$ cat config.mk
export PLATFORM = sky130hd
export DESIGN_NAME = mig_mul
export DESIGN_NICKNAME = d
export VERILOG_FILES = /design/src/sv/mig_pkg.sv /design/src/sv/mig_mul.sv
export SDC_FILE = /design/constraint.sdc
export NUM_CORES = 2
export LEC_CHECK = 0
export BUFFER_PORTS_ARGS = -buffer_cell sky130_fd_sc_hd__clkbuf_2
export CORE_AREA = 2 2 284 286
export DETAILED_ROUTE_END_ITERATION = 16
export DIE_AREA = 0 0 286 288
export PLACE_DENSITY = 0.71
export SETUP_SLACK_MARGIN = 0.2
export SLEW_MARGIN = 20
export SYNTH_ARGS = -nofsm -noshare
export SYNTH_HDL_FRONTEND = slang
export SYNTH_SLANG_ARGS = --single-unit
$ cat constraint.sdc
create_clock -name i_clk -period 12.1 [get_ports i_clk]
set_input_delay 0.605 -clock i_clk [delete_from_list [all_inputs] [get_ports i_clk]]
set_output_delay 0.605 -clock i_clk [all_outputs]
set_load 0.05 [all_outputs]
$ cat src/sv/mig_pkg.sv
`default_nettype none
// ----------------------------------------------------------------------------
// mig_pkg: shared constants and arithmetic for the matrix inverter
// Q16.16 format constants and saturation helpers used by the datapath.
// ----------------------------------------------------------------------------
package mig_pkg;

    localparam int unsigned MaxOrderDefault = 8;
    localparam int unsigned SizeW           = 4;
    localparam int unsigned DataW           = 32;
    localparam logic [3:0]  SizeReset       = 4'd3;
    localparam logic signed [31:0] OneQ     = 32'sh0001_0000;

    // saturate a 66-bit signed value to 32 bits
    function automatic logic signed [31:0] sat32(input logic signed [65:0] v);
        logic signed [31:0] r;
        if (v > 66'sd2147483647) begin
            r = 32'sh7fff_ffff;
        end else if (v < -66'sd2147483648) begin
            r = 32'sh8000_0000;
        end else begin
            r = v[31:0];
        end
        return r;
    endfunction

    // status between sequencer and arithmetic unit
    typedef struct packed {
        logic start;
        logic busy;
    } t_div_ctl;

endpackage
`default_nettype wire

$ cat src/sv/mig_mul.sv
`default_nettype none
// ----------------------------------------------------------------------------
// mig_mul: Q16.16 multiplier
// Registered 32x32 product, then rounding to nearest (ties away) and
// saturation in a second stage.
// ----------------------------------------------------------------------------
module mig_mul (
    input  wire                 i_clk,
    input  wire signed [31:0]   i_a,
    input  wire signed [31:0]   i_b,
    output logic signed [31:0]  o_p
);
    import mig_pkg::*;

    logic signed [63:0] r_prod;
    logic [63:0]        w_mag;
    logic [48:0]        w_r;

    // stage one: raw product
    always_ff @(posedge i_clk) begin
        r_prod <= i_a * i_b;
    end

    assign w_mag = r_prod[63] ? (64'd0 - r_prod) : r_prod;
    assign w_r   = 49'((w_mag + 64'd32768) >> 16);

    // stage two: round and saturate
    always_ff @(posedge i_clk) begin
        o_p <= sat32(r_prod[63] ? -$signed({17'd0, w_r}) : $signed({17'd0, w_r}));
    end

endmodule
`default_nettype wire

**Word-level counts from Yosys, hierarchy flattened**

Index checks and enable logic that the tools add are counted.

- $add $sub $neg: 3
- Multipliers: 1
- Div/mod/pow operators: 0
- Order comparisons: 2
- Equal/unequal tests: 0
- Shift-type cells: 0
- Mux-type cells: 3
- Bitwise logic cells: 0
- Reduce and logical (&&, ||, !) cells: 0

Operators with widths:

| kind | number |
|---|---|
| 66-bit by 32-bit > comparator with 1-bit output, second input constant | 1 |
| 66-bit by 32-bit < comparator with 1-bit output, second input constant | 1 |
| 66-bit two-way mux | 1 |
| 48-bit negator with 66-bit output | 1 |
| 64-bit by 16-bit adder with 64-bit output, second input constant | 1 |
| 32-bit by 32-bit multiplier with 64-bit output | 1 |
| 64-bit two-way mux | 1 |
| 1-bit by 64-bit subtractor with 64-bit output, first input constant | 1 |
| 32-bit two-way mux | 1 |

- Bits in registers: 96
- Latch bits: 0
- RAM bits: 0
- Memory bits (read-only): 0
- Input port bits: 65
- Output and inout port bits: 32
- Logic and storage cells: 11
- Memories: 0

**Longest topological paths before layout**

- Depth in word-level cells: 7
- Depth in mapped cells: 33

**Worst setup path after synthesis**

Ideal clock, no wire load.

- Path type: input to register
- From: input i_b[2]
- To: register r_prod[62]
- Library setup time: 0.072 ns
- Data arrival time: 8.264 ns
- Slack: 3.764 ns
- Cell stages on the path: 28
- Cells stage by stage: clkbuf_1 -> nand2_1 -> inv_1 -> fa_1 -> fa_1 -> fa_1 -> fa_1 -> fa_1 -> fa_1 -> fa_1 -> fa_1 -> ha_1 -> a21o_1 -> a21o_1 -> a21o_1 -> a21oi_1 -> nor2b_1 -> o21ai_0 -> nand2b_1 -> a21o_1 -> a2111oi_0 -> o31ai_1 -> and4_1 -> o31a_1 -> o21ai_0 -> nand2b_1 -> a21oi_1 -> xnor2_1

- Word-level cells in the longest chain between the ends: 1

RTL lines:

| element | line | source |
|---|---|---|
| from (decl) | mig_mul.sv:10 | `input wire signed [31:0] i_b,` |
| 32-bit by 32-bit multiplier with 64-bit output | mig_mul.sv:21 | `r_prod <= i_a * i_b;` |
| to (signal assigned) | mig_mul.sv:21 |  |
| to (decl) | mig_mul.sv:15 | `logic signed [63:0] r_prod;` |

No other way between the ends.
A chain may end at the register's enable or synchronous reset.

**Final worst setup path**

- From: input i_b[31]
- To: register r_prod[62]

The elaborated chain is that of the path after synthesis.

==> results.md <==
- Reg area: 0.00193 mm^2
- Largest net degree at the start of global routing: a little over 80
- FF-to-FF End: o_p[16]
- Top sig layer: met5
- Hold path startpoint: i_b[0]
- Met3 WL: roughly 9300 um
- Cells after synthesis: about 4800
- Final setup fails: 0
- Drt wl/cell: around 19 um
- RSZ-0062 raised after global routing: false
- Critical path startpoint category: input port
- Final TNS setup: 0 ps
- Commonest non-fill, non-tap cells in the layout: fa_1, inv_1, nand2_1
- Setup Skew: 10.4 ps
- Multi-input gate area: between 0.03 and 0.04 mm^2
- Port Buffer Count: 96
- Met1 wire length: about 47000 um
- Antenna violations before repair: 2
- Total Nets Final: ~6000
- Fillcell total: around 7200
- Die height: 288 um
- Mapped Nets: just over 6000
- Die X: around 290 um
- Share of layout cells above drive strength 1: 4.24%
- Ys async rst share: 0%
- WL final: around 110000 um
- Synth Flop Type: dfxtp_1
- Core area: approximately 0.080 mm^2
- Clk buf depth: 2
- Gr ovfl total: 0
- Netlist cell types: 93
- CTS Sinks: between 90 and 100
- Drt drc: 0
- Postcts setup bufs: 0
- Global-route wire length before repair: approximately 190000 um
- Kind of critical path: input port to flip-flop
- Worst reg2reg path depth: 22
- WHS Path Cells: 3
- Post-synthesis sequential area ratio: under 10%
- Hold Buf Count CTS: 0
- Vias in the first global route: 34900
- Crit end category: flip-flop
- Max Slew Vio Count: 0
- Rows: 104
- Warnings, synthesis: 0
- Met2 WL post-DR: 53500 um
- Post-Syn Area: about 0.043 mm^2
- Routability cong.: approximately 0.92
- Vias: about 32000
- Slew @ Worst Pin: around 1100 ps
- Slew margin rel.: approximately 28%
- Initial Utilization: between 50 and 60%
- Worst Path Max Fanout: 25
- Final Hold Vio Count: 0
- Clock root cell: clkbuf_16
- Level count of the clock H-tree: 3
- Min-Delay Path Class: input port to flip-flop
- WHS Endpoint: r_prod[0]
- EDFF count, synth: 0
- Final min period: 9380 ps
- TritonRoute pass-1 iters: 6
- Syn_area_per_cell: around 9.0 um^2
- Worst Path Required: ~12000 ps
- Area Overhead vs Synth: 3.00%
- Status: finished, final reports clean
- Die ar.: 0.0824 mm^2
- Max-Cap Viols: 0
- Via-per-instance ratio: around 5.6
- Worst R2R Start: r_prod[6]
- PostCTS Resize Cnt: 0
- Iter 0 DRT Violations: slightly above 2000
- R2r setup slk: 4030 ps
- Post-route ant nets: 0
- Post-DP HPWL: roughly 90000 um
- GR Util All Layers: 28.6%
- Post-synthesis register bit count: between 90 and 100
- Critical Path AT: 9670 ps
- Clk Latency, worst-skew pair: around 360 ps
- FMAX: about 0.11 GHz
- CTS tree: built
- Ports: between 90 and 100
- Tcrit/Tclk final: slightly below 80%
- CTS clk-pin slew, worst paths: 70 ps
- Num CTS Buffers: 9
- Most common cell after layout, fill and taps aside: fa_1
==> stage by stage <==
stage          cell area (um^2)  std cells  setup slack, ps  hold slack, ps  utilization, %
6_report                  44600       5736             2720             806            56.0
2_1_floorplan             43300       4790             3760             713               -
5_1_grt                   44600       5735             2120             816            55.9
3_3_place_gp              44300       5718             2420             786            55.6
4_1_cts                   44600       5734             2670             791            55.9
3_5_place_dp              44300       5718             2300             798            55.6
==> how the worst max path moves through the flow <==
stage / startpoint / endpoint / slack, ps / cells past startpoint
after floorplan: i_b[2] / r_prod[62] / 3760 / 28
after global placement: i_b[31] / r_prod[62] / 2420 / 28
after detailed placement: i_b[31] / r_prod[62] / 2300 / 28
after CTS: i_b[31] / r_prod[62] / 2670 / 28
after global routing: i_b[31] / r_prod[62] / 2120 / 28
final: i_b[31] / r_prod[62] / 2720 / 28
==> per-layer routing <==
layer | global-route usage (%) | up-vias
met3 | 4.39 | 184
met1 | 38.9 | 16600
met2 | 48.3 | 1259
met4 | 6.53 | 2
li1 | - | 14000
met5 | 0 | -
==> worst max-delay path, stage by stage <==
cell and delay [ps]:
clkbuf_2 230, inv_1 860, nor2_1 170, fa_1 550, fa_1 530, fa_1 530, fa_1 520, fa_1 520
fa_1 510, fa_1 540, inv_1 70, fa_1 550, inv_1 50, ha_1 370, a21o_1 190, a21o_1 180
a21oi_1 190, nand2_1 110, a21oi_1 130, a21oi_1 160, a2111oi_0 740, o31ai_1 280, and4_1 260, o31a_1 280
o21ai_0 150, nand2b_1 80, a21oi_1 170, xnor2_1 130
==> sequential cells by signal (all words and copies together), names as in the netlist <==
name	count
r_prod	64
o_p	32
==> synthesized netlist by cell type, types with 21 or more instances <==
cell / instances / area share (%)
nor2_1: 117 / 1.0
a31oi_1: 22 / 0.32
o21ai_0: 59 / 0.68
and2_1: 510 / 7.4
nor4_1: 25 / 0.36
dfxtp_1: 96 / 4.4
xnor2_1: 125 / 2.5
xor2_1: 67 / 1.4
o21ai_1: 32 / 0.37
nand2_1: 580 / 5.0
a21o_1: 50 / 0.87
nand4_1: 28 / 0.40
clkbuf_1: 233 / 2.0
fa_1: 1082 / 50
nor3_1: 34 / 0.39
inv_1: 1048 / 9.1
a21oi_1: 88 / 1.0
o31ai_1: 24 / 0.42
and3_1: 21 / 0.30
nand3_1: 43 / 0.50
or3_1: 24 / 0.35
ha_1: 186 / 5.4
nand2b_1: 37 / 0.54
==> kinds of logic (layout without fill, tap and decap cells) <==
group	count (synthesis)	after routing	share of synthesized area, %
AND/OR/NAND/NOR	1510	1510	18.0
buffers and inverters	1300	1184	11.4
adder cells (fa/ha/maj)	1268	1268	55.4
AO/OA/AOI/OAI	409	409	6.46
XOR/XNOR	193	193	3.92
flip-flops	96	96	4.44
multiplexers	14	14	0.344
other	0	2	0
==> layout make-up <==
class | instances | share of cell area, %
Antenna cell | 2 | 0.0112
Clock buffer | 9 | 0.505
Clock inverter | 7 | 0.166
Inverter | 1049 | 8.84
Multi-Input combinational cell | 3394 | 81.7
Sequential cell | 96 | 4.32
Tap cell | 1060 | 2.98
Timing Repair Buffer | 119 | 1.47
Power is not shown: default switching activity piles up to over one toggle a cycle in this logic, so the estimate is an artifact.
