===== src/sv/mig_pkg.sv =====
`default_nettype none
// ----------------------------------------------------------------------------
// mig_pkg: shared constants and arithmetic for the matrix inverter
// Q16.16 format constants and saturation helpers used by the datapath.
// ----------------------------------------------------------------------------
package mig_pkg;

    localparam int unsigned MaxOrderDefault = 8;
    localparam int unsigned SizeW           = 4;
    localparam int unsigned DataW           = 32;
    localparam logic [3:0]  SizeReset       = 4'd3;
    localparam logic signed [31:0] OneQ     = 32'sh0001_0000;

    // saturate a 66-bit signed value to 32 bits
    function automatic logic signed [31:0] sat32(input logic signed [65:0] v);
        logic signed [31:0] r;
        if (v > 66'sd2147483647) begin
            r = 32'sh7fff_ffff;
        end else if (v < -66'sd2147483648) begin
            r = 32'sh8000_0000;
        end else begin
            r = v[31:0];
        end
        return r;
    endfunction

    // status between sequencer and arithmetic unit
    typedef struct packed {
        logic start;
        logic busy;
    } t_div_ctl;

endpackage
`default_nettype wire


===== src/sv/mig_div.sv =====
`default_nettype none
// ----------------------------------------------------------------------------
// mig_div: Q16.16 divider
// Restoring radix-2 divider of |x|*2^16 by |y|, one quotient bit a cycle,
// rounded to nearest with ties away from zero and saturated.
// ----------------------------------------------------------------------------
module mig_div (
    input  wire                 i_clk,
    input  wire                 i_rst_n,
    input  wire                 i_start,
    input  wire signed [31:0]   i_x,
    input  wire signed [31:0]   i_y,
    output logic                o_done,
    output logic signed [31:0]  o_q
);
    import mig_pkg::*;

    localparam int unsigned NumW = 49;

    logic [NumW-1:0] r_num;
    logic [NumW-1:0] r_quo;
    logic [33:0]     r_rem;
    logic [32:0]     r_den;
    logic            r_neg;
    logic [5:0]      r_cnt;
    logic            r_busy;
    logic            r_done;
    logic signed [31:0] r_q;

    logic [33:0] w_trial;
    logic [33:0] w_shift;
    logic [NumW:0] w_rnd;
    logic [32:0] w_ax;

    assign w_ax    = i_x[31] ? (33'd0 - {i_x[31], i_x}) : {1'b0, i_x};
    assign w_shift = {r_rem[32:0], r_num[NumW-1]};
    assign w_trial = w_shift - {1'b0, r_den};
    // round: remainder*2 >= den means round up
    assign w_rnd   = {1'b0, r_quo} + (({r_rem, 1'b0} >= {2'b0, r_den}) ? 1'b1 : 1'b0);

    // one quotient bit per cycle
    always_ff @(posedge i_clk) begin
        if (!i_rst_n) begin
            r_busy <= 1'b0;
            r_done <= 1'b0;
        end else begin
            r_done <= !i_start && r_busy && (r_cnt == 6'd0);
            if (i_start) begin
                r_busy <= 1'b1;
                r_cnt  <= 6'(NumW);
            end else if (r_busy) begin
                if (r_cnt == 6'd0) begin
                    r_busy <= 1'b0;
                end else begin
                    r_cnt <= r_cnt - 6'd1;
                end
            end
        end
    end

    always_ff @(posedge i_clk) begin
        if (i_start) begin
            r_num <= {w_ax[32:0], 16'd0};
            r_den <= i_y[31] ? (33'd0 - {i_y[31], i_y}) : {1'b0, i_y};
            r_neg <= i_x[31] ^ i_y[31];
            r_rem <= '0;
            r_quo <= '0;
        end else if (r_busy && r_cnt != 6'd0) begin
            r_num <= {r_num[NumW-2:0], 1'b0};
            if (!w_trial[33]) begin
                r_rem <= w_trial;
                r_quo <= {r_quo[NumW-2:0], 1'b1};
            end else begin
                r_rem <= w_shift;
                r_quo <= {r_quo[NumW-2:0], 1'b0};
            end
        end else if (r_busy) begin
            r_q <= sat32(r_neg ? -$signed({16'd0, w_rnd}) : $signed({16'd0, w_rnd}));
        end
    end

    assign o_done = r_done;
    assign o_q    = r_q;

    property p_done_once;
        @(posedge i_clk) disable iff (!i_rst_n) o_done |=> !o_done;
    endproperty
    a_done_once: assert property (p_done_once) else $error("divider done held");

    property p_done_after_busy;
        @(posedge i_clk) disable iff (!i_rst_n) o_done |-> $past(r_busy);
    endproperty
    a_done_after_busy: assert property (p_done_after_busy) else $error("done without work");

    property p_no_start_busy;
        @(posedge i_clk) disable iff (!i_rst_n) r_busy && !i_start |=> r_busy || o_done;
    endproperty
    a_no_start_busy: assert property (p_no_start_busy) else $error("divider lost");

endmodule
`default_nettype wire


===== config.mk =====
export PLATFORM = sky130hd
export DESIGN_NAME = mig_div
export DESIGN_NICKNAME = d
export VERILOG_FILES = /design/src/sv/mig_pkg.sv /design/src/sv/mig_div.sv
export SDC_FILE = /design/constraint.sdc
export NUM_CORES = 1
export LEC_CHECK = 0
export BUFFER_PORTS_ARGS = -buffer_cell sky130_fd_sc_hd__buf_2
export CORE_MARGIN = 10
export CORE_UTILIZATION = 40
export CTS_BUF_LIST = sky130_fd_sc_hd__clkbuf_8
export DETAILED_ROUTE_END_ITERATION = 6
export GPL_ROUTABILITY_DRIVEN = 0
export PLACE_DENSITY = 0.61
export REMOVE_ABC_BUFFERS = 1
export SLEW_MARGIN = 10
export SYNTH_ARGS = -nofsm -noshare
export SYNTH_HDL_FRONTEND = slang
export SYNTH_SLANG_ARGS = --single-unit
export TNS_END_PERCENT = 30

===== constraint.sdc =====
create_clock -name i_clk -period 21.4 [get_ports i_clk]
set_input_delay 4.28 -clock i_clk [delete_from_list [all_inputs] [get_ports i_clk]]
set_output_delay 4.28 -clock i_clk [all_outputs]
set_load 0.05 [all_outputs]

==> Yosys cells after proc, flatten, opt, wreduce, memory -nomap -nowiden <==
Cells that the tools add are included.
{ "totals": {"regBits": 190, "inputBits": 67, "out_inout_bits": 33, "word_cells": 47} }
{ "op_classes": {"addsub": 6, "n_lt_le_gt_ge": 3, "eq_ne": 1, "n_mux": 14, "bitwise": 3, "n_reduce_logical": 10} }
{ "ops": {"columns": ["op", "count"], "rows": [
  ["49-bit 2-to-1 mux", 2],
  ["66-bit by 32-bit greater-than comparator with 1-bit output (second input constant)", 1],
  ["66-bit by 32-bit less-than comparator with 1-bit output (second input constant)", 1],
  ["66-bit 2-to-1 mux", 1],
  ["50-bit negator with 66-bit output", 1],
  ["1-bit by 32-bit subtractor with 33-bit output (first input constant)", 2],
  ["49-bit by 1-bit adder with 50-bit output", 1],
  ["35-bit by 33-bit greater-or-equal comparator with 1-bit output", 1],
  ["34-bit 2-to-1 mux", 1],
  ["34-bit by 33-bit subtractor with 34-bit output", 1],
  ["33-bit 2-to-1 mux", 1],
  ["32-bit 2-to-1 mux", 1],
  ["31-bit 2-to-1 mux", 1],
  ["6-bit 2-to-1 mux", 2],
  ["6-bit logical NOT", 1],
  ["3-bit AND reduction", 2],
  ["6-bit nonzero test", 1],
  ["6-bit by 1-bit subtractor with 6-bit output (second input constant)", 1],
  ["1-bit 2-to-1 mux", 5],
  ["2-bit nonzero test", 2],
  ["1-bit logical AND", 3],
  ["2-bit != test (second input constant)", 1],
  ["1-bit inverter", 2],
  ["1-bit logical NOT", 1],
  ["1-bit XOR", 1]
]} }

==> Logic depth before layout (Yosys ltp) <==
Gate-level depths: netlist of run 1.
{ "depth": {"ltp_word": 7, "mapped_depth": 33, "ltp_nobuf": 30} }

==> Least setup slack after synthesis of run 1 <==
No wires, ideal clock.
{ "synth_path": {"path_kind": "input to register", "startpoint": "input port i_start", "endpoint": "register r_q[0] (netlist: o_q[0]), enable pin", "setup_time_ns": 0.469, "t_arrival_ns": 6.899, "required_time_ns": 20.931, "setup_slack_ns": 14.032, "cell_stages": 2, "path_buffers": 1, "path_cell_list": "clkbuf_1 -> nor3b_1"} }
{ "synth_via": {"elab_chain_len": 2} }
{ "synth_rtl": {"columns": ["element", "line", "rtl"], "rows": [
  ["start: declaration", "mig_div.sv:10", "input wire i_start,"],
  ["1-bit inverter (no line)", null, null],
  ["3-bit AND reduction (no line)", null, null],
  ["end signal: assignment", "mig_div.sv:78", "r_q <= sat32(r_neg ? -$signed({16'd0, w_rnd}) : $signed({16'd0, w_rnd}));"],
  ["end: declaration", "mig_div.sv:28", "logic signed [31:0] r_q;"]
]} }
Every way passes these cells.
A chain may end at the register's enable or synchronous reset.

==> Final worst setup path of run 1 <==
{ "layout_path": {"startpoint": "register r_den[4]", "endpoint": "register r_q[14] (netlist: o_q[14]) (data pin)"} }
{ "layout_via": {"elab_chain_len": 7, "word_cells_on_any_way": 8, "cone_classes": "add/sub (2); order compare (3); mux (3)"} }
{ "layout_rtl": {"columns": ["element", "line", "rtl"], "rows": [
  ["start: declaration", "mig_div.sv:23", "logic [32:0] r_den;"],
  ["start signal: assignment", "mig_div.sv:64", "r_den <= i_y[31] ? (33'd0 - {i_y[31], i_y}) : {1'b0, i_y};"],
  ["35-bit by 33-bit greater-or-equal comparator with 1-bit output (*)", "mig_div.sv:39", "assign w_rnd = {1'b0, r_quo} + (({r_rem, 1'b0} >= {2'b0, r_den}) ? 1'b1 : 1'b0);"],
  ["1-bit 2-to-1 mux (*)", "mig_div.sv:39", null],
  ["49-bit by 1-bit adder with 50-bit output (*)", "mig_div.sv:39", null],
  ["50-bit negator with 66-bit output", "mig_div.sv:78", null],
  ["66-bit 2-to-1 mux (*)", "mig_div.sv:78", null],
  ["66-bit by 32-bit less-than comparator with 1-bit output", "mig_pkg.sv:19", "end else if (v < -66'sd2147483648) begin"],
  ["32-bit 2-to-1 mux", "mig_pkg.sv:19", null]
]} }
Mark *: on every way between the ends. The rest lies on a longest branch, timed or not.

==> impl_metrics.toml, run 1 <==
[clock_tree]
cts_tree = "yes"
clkTransAtPathRegs_ps = 100
cts_buffers = 17
cts_root_buf = "clkbuf_8"
cts-htree-levels = 4
cts_resized = 0
cts.sinks = 190
post_cts_buffers = 0
clk_latency_ps = 480
cts_hold_buf = 0
cts_buffer_depth = 2

[yosys]
synthMuxAreaShare = 0.0169
synthAdderAreaFrac = 0.0406
yosys.cell_types.count = 89
async_flop_share = 0
synthSimpleGateAreaFrac = 0.217
synthFlopType = "edfxtp_1"
synth_warnings = 0
syn_area_sq_mm = 0.0131
yosys.area_share.xor_xnor = 0.115
synth-seq-cells = 190
synth_area_per_cell_sq_um = 8.84
synth_enable_flop_cells = 105
ys_seq_area_frac = 0.370
syn_inst = 1486
synth_compound_area_frac = 0.195
synth_top_family_by_area = "simple AND/OR/NAND/NOR gates"

[global_route]
first_global_vias = 10700
antenna_found_initial = 0
grt_overflow = 0
grt_max_degree = 80
grt_first_pass_wirelength_mm = 53.6
grt_util_all_layers = 0.155

[power_and_ir_drop]
p_sw_mw = 0.194
pwr-share-comb = 0.117
switching_share = 0.270
p_int_mw = 0.524
pwr-share-seq = 0.566
vdd_drop_max_mv = 0.0346
p_leak_nw = 5.58
p_clk_frac = 0.317
powerDensity_mw_per_mm2 = 50.4

[die]
num_rows = 66
ioPinCount = 100
core_sq_mm = 0.0325
die_area_sq_mm = 0.0405
die-height_microns = 201
die_x_microns = 201
start_util = 0.405

[layout]
finish.utilization = 0.439
syn_to_final_growth_pct = 8.60
layout_commonest_cell = "nand2_1"
drive_gt1_frac = 0.117
num_antenna_cells = 0
final_cells = 1987
final_cell_mix = "nand2_1, edfxtp_1, xnor2_1"
nets = 1641

[place]
portBuffers = 99
place_hpwl_mm = 23.4
place_inst = 1955

[worst_setup_path]
crit_fanout = 26
worstRegToRegCells = 28
critPathKind = "reg2reg"
required_ps = 21590
max_stage_delay_ps = 850
cp-start-kind = "flop"
crit_slowest_cell = "or4_1"
arrival_ps = 8470
critPathMostFrequentCell = "a21o_1"
cp-end-kind = "flop"

[routing]
routed_wl_mm = 31.9
drtAntennaViolNets = 0
drc_errors = 0
wl_per_cell_microns = 16.1
viasPerCell = 5.59
dr.first_iter.drc_count = 732
vias = 11100
dr.pass1.iters = 5

[worst_hold_path]
hold-path-cell-count = 2
worstHoldPathType = "reg2reg"

[sta]
skew_ps = 17.7
setup-tns-final_ps = 0
tightest_slew_ps = 896
drv_slew = 0
hold_ws_ps = 476
finalSetupViolCount = 0
layout_worst_path_cycle_share = 0.387
max_freq_mhz = 121
rsz0062_at_grt = "false"
period_minus_slack_ps = 8290
hold_viol = 0
slew_headroom = 0.402

[run_status]
outcome = "completed"

[job]
drv_cap = 0
flip-flops by register name, summed over array words and instances (netlist names):
name / count
r_den: 33
r_busy: 1
r_rem: 34
o_done: 1
r_num: 33
r_neg: 1
o_q: 32
r_cnt: 6
r_quo: 49
worst max-delay path: cells and delay by family, from the launching register on:
kind | cells | cell delay, ps
simple gates | 10 | 3670
compound gates | 14 | 2970
fa+ha+maj | 3 | 920
flops | 1 | 380
buf+inv | 1 | 60
path summary, 6_finish.rpt:
| kind | start | end | slack [ps] |
|---|---|---|---|
| worst max-delay path | r_den[4] | o_q[14] | 13110 |
| worst min-delay path | r_rem[25] | r_rem[25] | 480 |
| worst max register to register | r_den[4] | o_q[14] | 13110 |
| worst min register to register | r_rem[25] | r_rem[25] | 480 |
synth_stat cells (all sizes together), types with 29 or more instances:
cell,n,area (sq um)
xnor2,103,910
buf,34,195
nor2,94,355
inv,57,214
a21oi,72,360
ha,41,513
xor2,68,596
o21ai,125,626
nand3,53,288
nand4,29,215
dfxtp,85,1700
a22o,42,368
clkbuf,50,189
nand2,138,518
nor3,51,260
edfxtp,105,3150
per-layer routing:
metal / wire, microns / global-route usage / up-vias
li1: - / - / 5560
met1: 15500 / 0.209 / 5248
met2: 14600 / 0.248 / 264
met3: 1430 / 0.0292 / 29
met4: 410 / 0.0400 / 0
met5: 0 / 0 / -
cell type report:
class	instances	area [sq um]
clock buffers	17	234
clock inverters	15	121
fillers	3265	18200
inverters	58	218
multi-input cells	1154	7690
flip-flops and latches	190	4850
well taps	442	553
repair buffers	111	588
power by group through the flow:
stage	logic, mW	registers [mW]	clock network, mW
3_5_place_dp	0.0840	0.415	0
2_1_floorplan	0.0511	0.416	0
4_1_cts	0.0844	0.407	0.237
5_1_grt	0.0951	0.408	0.250
3_3_place_gp	0.0830	0.415	0
6_report	0.0838	0.407	0.228
through the flow:
step	power (mW)	setup WS [ps]	cell area, sq um
after floorplan	0.467	11970	12700
after global placement	0.498	13290	13900
after detailed placement	0.499	13150	13900
after CTS	0.728	13110	14300
after global routing	0.753	12370	14300
final	0.718	13110	14300
cells by family after synthesis:
logic type               count (synthesis)
AO/OA/AOI/OAI                          385
XOR/XNOR                               171
adder cells (fa/ha/maj)                 42
buffers and inverters                  142
flip-flops                             190
multiplexers                            22
other                                    1
AND/OR/NAND/NOR                        533
No activity file was read; power rests on OpenSTA's default activity.
==> run 2: changes to the inputs <==
Settings changed: PLACE_DENSITY 0.61 to 0.63.
Clock period 21.4 ns to 6.7 ns, I/O delays scaled along.
==> run 2 against run 1 <==
Net effect:
- the flow now finishes with violations (negative setup slack)
- sequential share of layout area decreased by 4.1 points
- setup slack got worse by 13000 ps
- die area unchanged
- critical path type unchanged
- largest cell class unchanged
- highest routed layer unchanged
==> impl_metrics.toml, run 2 (synthesized netlist as in run 1, its figures left out) <==
[run_status]
outcome = "finished, violations left"
failed_checks = "negative setup slack"

[die]
num_rows = 66
die_area_sq_mm = 0.0405
core_sq_mm = 0.0325
die-height_microns = 201
start_util = 0.405
die_x_microns = 201
ioPinCount = 100

[clock_tree]
clk_latency_ps = 490
cts_buffers = 17
clkTransAtPathRegs_ps = 100
cts_root_buf = "clkbuf_8"
cts_tree = "yes"
cts_buffer_depth = 2
cts.sinks = 190
cts-htree-levels = 4

[job]
drv_cap = 0

[routing]
routed_wl_mm = 34.8
drtAntennaViolNets = 0
vias = 11800
drc_errors = 0
viasPerCell = 5.47
dr.pass1.iters = 7
wl_per_cell_microns = 16.1
dr.first_iter.drc_count = 735

[sta]
finalSetupViolCount = 31
hold_ws_ps = 471
tightest_slew_ps = 1120
layout_worst_path_cycle_share = 1.04
max_freq_mhz = 143
skew_ps = 21.4
rsz0062_at_grt = "true"
slew_headroom = 0.255
period_minus_slack_ps = 6980
hold_viol = 0
drv_slew = 0
setup_ws_ps = -278
setup-tns-final_ps = -7950

[layout]
syn_to_final_growth_pct = 23.6
final_cell_area_sq_mm = 0.0162
largest_register = "r_quo"
final_cell_mix = "buf_4, nand2_1, edfxtp_1"
top_regs = "r_quo x49, r_rem x34"
num_antenna_cells = 0
layout_commonest_cell = "buf_4"
drive_gt1_frac = 0.242
fillCellCount = 3072
finish.utilization = 0.500
largest_register_ffs = 49
nets = 1814

[place]
place_hpwl_mm = 24.8
placed_cell_area_sq_mm = 0.0150
portBuffers = 99

[worst_setup_path]
rrSetupSlack_ps = -280
crit_fanout = 13
critPathMostFrequentCell = "a21o_1"
critPathKind = "reg2reg"
worstRegToRegCells = 35
max_stage_delay_ps = 580
worstReg2RegStart = "r_den[4]"
arrival_ps = 7300
cp-end-kind = "flop"
cp-start-kind = "flop"
crit_path_end = "o_q[14]"
r2r-end = "o_q[14]"
crit_slowest_cell = "or4_4"
required_ps = 7020
crit_start = "r_den[4]"

[global_route]
grt_first_pass_wirelength_mm = 57.2
grt_util_all_layers = 0.166
grt_max_degree = 109
antenna_found_initial = 0
first_global_vias = 11400
grt_overflow = 0

[power_and_ir_drop]
p_total_mw = 2.42
powerDensity_mw_per_mm2 = 149
p_leak_nw = 6.68
vdd_drop_max_mv = 0.112

[worst_hold_path]
worstHoldPathType = "reg2reg"
## run 2: changes by cell type in the layout (fill, tap and decap cells not counted), sizes merged
cell,previous run,this run
inv,62,64
buf,111,282
nor2,94,95
bufinv,1,3
clkinv,8,3
clkbuf,17,19
## run 2: cell type report
type,count,area (sq um),area share
clock buffers,18,248,0.0153
clock inverters,14,184,0.0113
inverters,58,220,0.0136
multi-input cells,1155,8100,0.499
flip-flops and latches,190,4850,0.299
well taps,442,553,0.0341
repair buffers,283,2070,0.127
## run 2: worst min path at each step
stage | cells after the start | end | startpoint | slack [ps]
floorplan | 2 | r_rem[25] | r_rem[25] | 440
global placement | 2 | r_rem[25] | r_rem[25] | 450
detailed placement | 2 | r_rem[25] | r_rem[25] | 460
CTS | 2 | r_rem[25] | r_rem[25] | 470
global route | 2 | r_rem[25] | r_rem[25] | 510
finish | 2 | r_rem[25] | r_rem[25] | 470
## run 2: what timing repair did
item	CTS	global route
pin swaps	30	27
cloned	4	1
hold buffers	0	0
setup endpoints to repair	31	31
gates resized for setup	45	49
setup buffers	17	12
## run 2: routing by layer
layer | share of wire | wire length (microns) | global-route usage
met1 | 0.46 | 16000 | 0.219
met2 | 0.48 | 16700 | 0.276
met3 | 0.049 | 1720 | 0.0280
met4 | 0.012 | 418 | 0.0416
met5 | 0 | 0 | 0
## run 2: report_power, final
part,switching [mW],leakage [nW],internal (mW)
Clock,0.448,0.218,0.387
Combinational,0.175,4.77,0.114
Sequential,0.0159,1.69,1.28
Total,0.638,6.68,1.78
## run 2: critical path, delay by kind of cell, from the launching register on
kind,cells,cell delay (ps)
DFF,1,400
xor gates and xnor gates,2,510
buffers and inverters,8,1080
and+or+nand+nor,7,1380
adders and majority gates,3,600
AOI/OAI and AO/OA,15,2790
## run 2: per-stage QoR
stage	setup slack, ps	cells
finish	-278	2160
global route	-546	2160
CTS	-254	2148
detailed placement	-863	2096
global placement	-575	2096
floorplan	-942	1402
==> run 3: changes to the inputs <==
Settings changed: SKIP_LAST_GASP from default to 1.
==> run 3 against run 2 <==
Net effect:
- the flow still finishes with violations (negative setup slack)
- via count about the same
- combinational power about the same
- fmax is 0.41% lower
- clock power about the same
- final cell count did not move
- power hardly changed
- sequential power about the same
==> impl_metrics.toml, run 3 (synthesized netlist as in run 1, its figures left out) <==
[layout]
final_cells = 2160
fillCellCount = 3075
nets = 1814
top_regs = "r_quo x49, r_rem x34"
syn_to_final_growth_pct = 23.4
largest_register_ffs = 49
drive_gt1_frac = 0.240
final_cell_mix = "buf_4, nand2_1, edfxtp_1"
finish.utilization = 0.499
num_antenna_cells = 0
regArea_sq_mm = 0.00485
layout_commonest_cell = "buf_4"
multiInputGateArea_sq_mm = 0.00809
largest_register = "r_quo"

[power_and_ir_drop]
p_total_mw = 2.43
p_leak_nw = 6.67
powerDensity_mw_per_mm2 = 150
vdd_drop_max_mv = 0.112

[worst_hold_path]
worstHoldPathType = "reg2reg"

[die]
core_sq_mm = 0.0325
die-height_microns = 201
start_util = 0.405
die_x_microns = 201
die_area_sq_mm = 0.0405
ioPinCount = 100
num_rows = 66

[sta]
max_freq_mhz = 143
skew_ps = 19.5
slew_headroom = 0.256
drv_slew = 0
rsz0062_at_grt = "true"
setup_ws_ps = -306
hold_viol = 0
finalSetupViolCount = 31
tightest_slew_ps = 1120
period_minus_slack_ps = 7010
layout_worst_path_cycle_share = 1.05
hold_ws_ps = 471

[routing]
drtAntennaViolNets = 0
vias = 11800
drc_errors = 0
routed_wl_mm = 34.7
wl_per_cell_microns = 16.1
dr.pass1.iters = 5
viasPerCell = 5.46
dr.first_iter.drc_count = 731

[clock_tree]
cts_hold_buf = 0
clkTransAtPathRegs_ps = 100
cts_root_buf = "clkbuf_8"
cts.sinks = 190
cts-htree-levels = 4
clk_latency_ps = 490
cts_buffer_depth = 2
cts_buffers = 17
cts_tree = "yes"

[worst_setup_path]
max_stage_delay_ps = 580
cp-start-kind = "flop"
crit_fanout = 13
cp-end-kind = "flop"
critPathMostFrequentCell = "a21o_1"
arrival_ps = 7330
critPathKind = "reg2reg"
required_ps = 7020
rrSetupSlack_ps = -310
crit_slowest_cell = "or4_4"

[place]
place_inst = 2096
portBuffers = 99
post-place-ws_ps = -863
place_hpwl_mm = 24.8

[global_route]
grt_util_all_layers = 0.166
grt_overflow = 0
grt_max_degree = 109
antenna_found_initial = 0
first_global_vias = 11400
grt_first_pass_wirelength_mm = 57.2

[job]
drv_cap = 0

[run_status]
outcome = "finished, violations left"
failed_checks = "negative setup slack"
-- run 3: changes by cell type in the layout (fill, tap and decap cells not counted) --
cell and change:
o21ai_1 +4, o21ai_2 -4, buf_4 +1, buf_6 -1
-- run 3: worst paths after layout --
path / from / to / cells after the start
hold reg to reg: r_rem[25] / r_rem[25] / 2
hold / removal: r_rem[25] / r_rem[25] / 2
setup reg to reg: r_den[4] / o_q[14] / 35
setup / recovery: r_den[4] / o_q[14] / 35
-- run 3: through the flow --
step / cell area [sq um] / setup TNS [ps]
final: 16200 / -8350
after global placement: 15000 / -15670
after CTS: 15900 / -7070
after detailed placement: 15000 / -22830
after floorplan: 12700 / -25960
after global routing: 16200 / -15660
-- run 3: layer usage --
metal	vias to the layer above	share of wire	global-route usage
met5	-	0	0
met4	0	0.011	0.0416
met3	26	0.047	0.0280
met2	268	0.48	0.276
met1	5601	0.46	0.219
li1	5909	-	-
-- run 3: critical path, delay by kind of cell (launching register included) --
kind                       cells  cell delay [ps]
AOI/OAI and AO/OA             15             2790
xor gates and xnor gates       2              530
and+or+nand+nor                7             1360
DFF                            1              400
adders and majority gates      3              600
buffers and inverters          8             1120
-- run 3: final cells by class --
class / count / area share
tap: 442 / 0.0341
multi-input combinational: 1155 / 0.499
inverter: 58 / 0.0136
clock buffer: 18 / 0.0153
timing repair buffer: 283 / 0.127
sequential: 190 / 0.299
clock inverter: 14 / 0.0113
-- run 3: report_power, final --
| part | leakage [nW] | total (mW) | switching [mW] | internal, mW |
|---|---|---|---|---|
| registers | 1.69 | 1.30 | 0.0159 | 1.28 |
| clock network | 0.218 | 0.837 | 0.450 | 0.387 |
| logic | 4.76 | 0.289 | 0.175 | 0.114 |
-- run 3: what timing repair did --
| item | in CTS | in global routing |
|---|---|---|
| endpoints found under the setup margin | 31 | 31 |
| resized for setup | 45 | 44 |
| hold endpoints to repair | 0 | 0 |
| pin swaps | 30 | 25 |
| setup buffers | 17 | 12 |
| gates cloned | 4 | 1 |
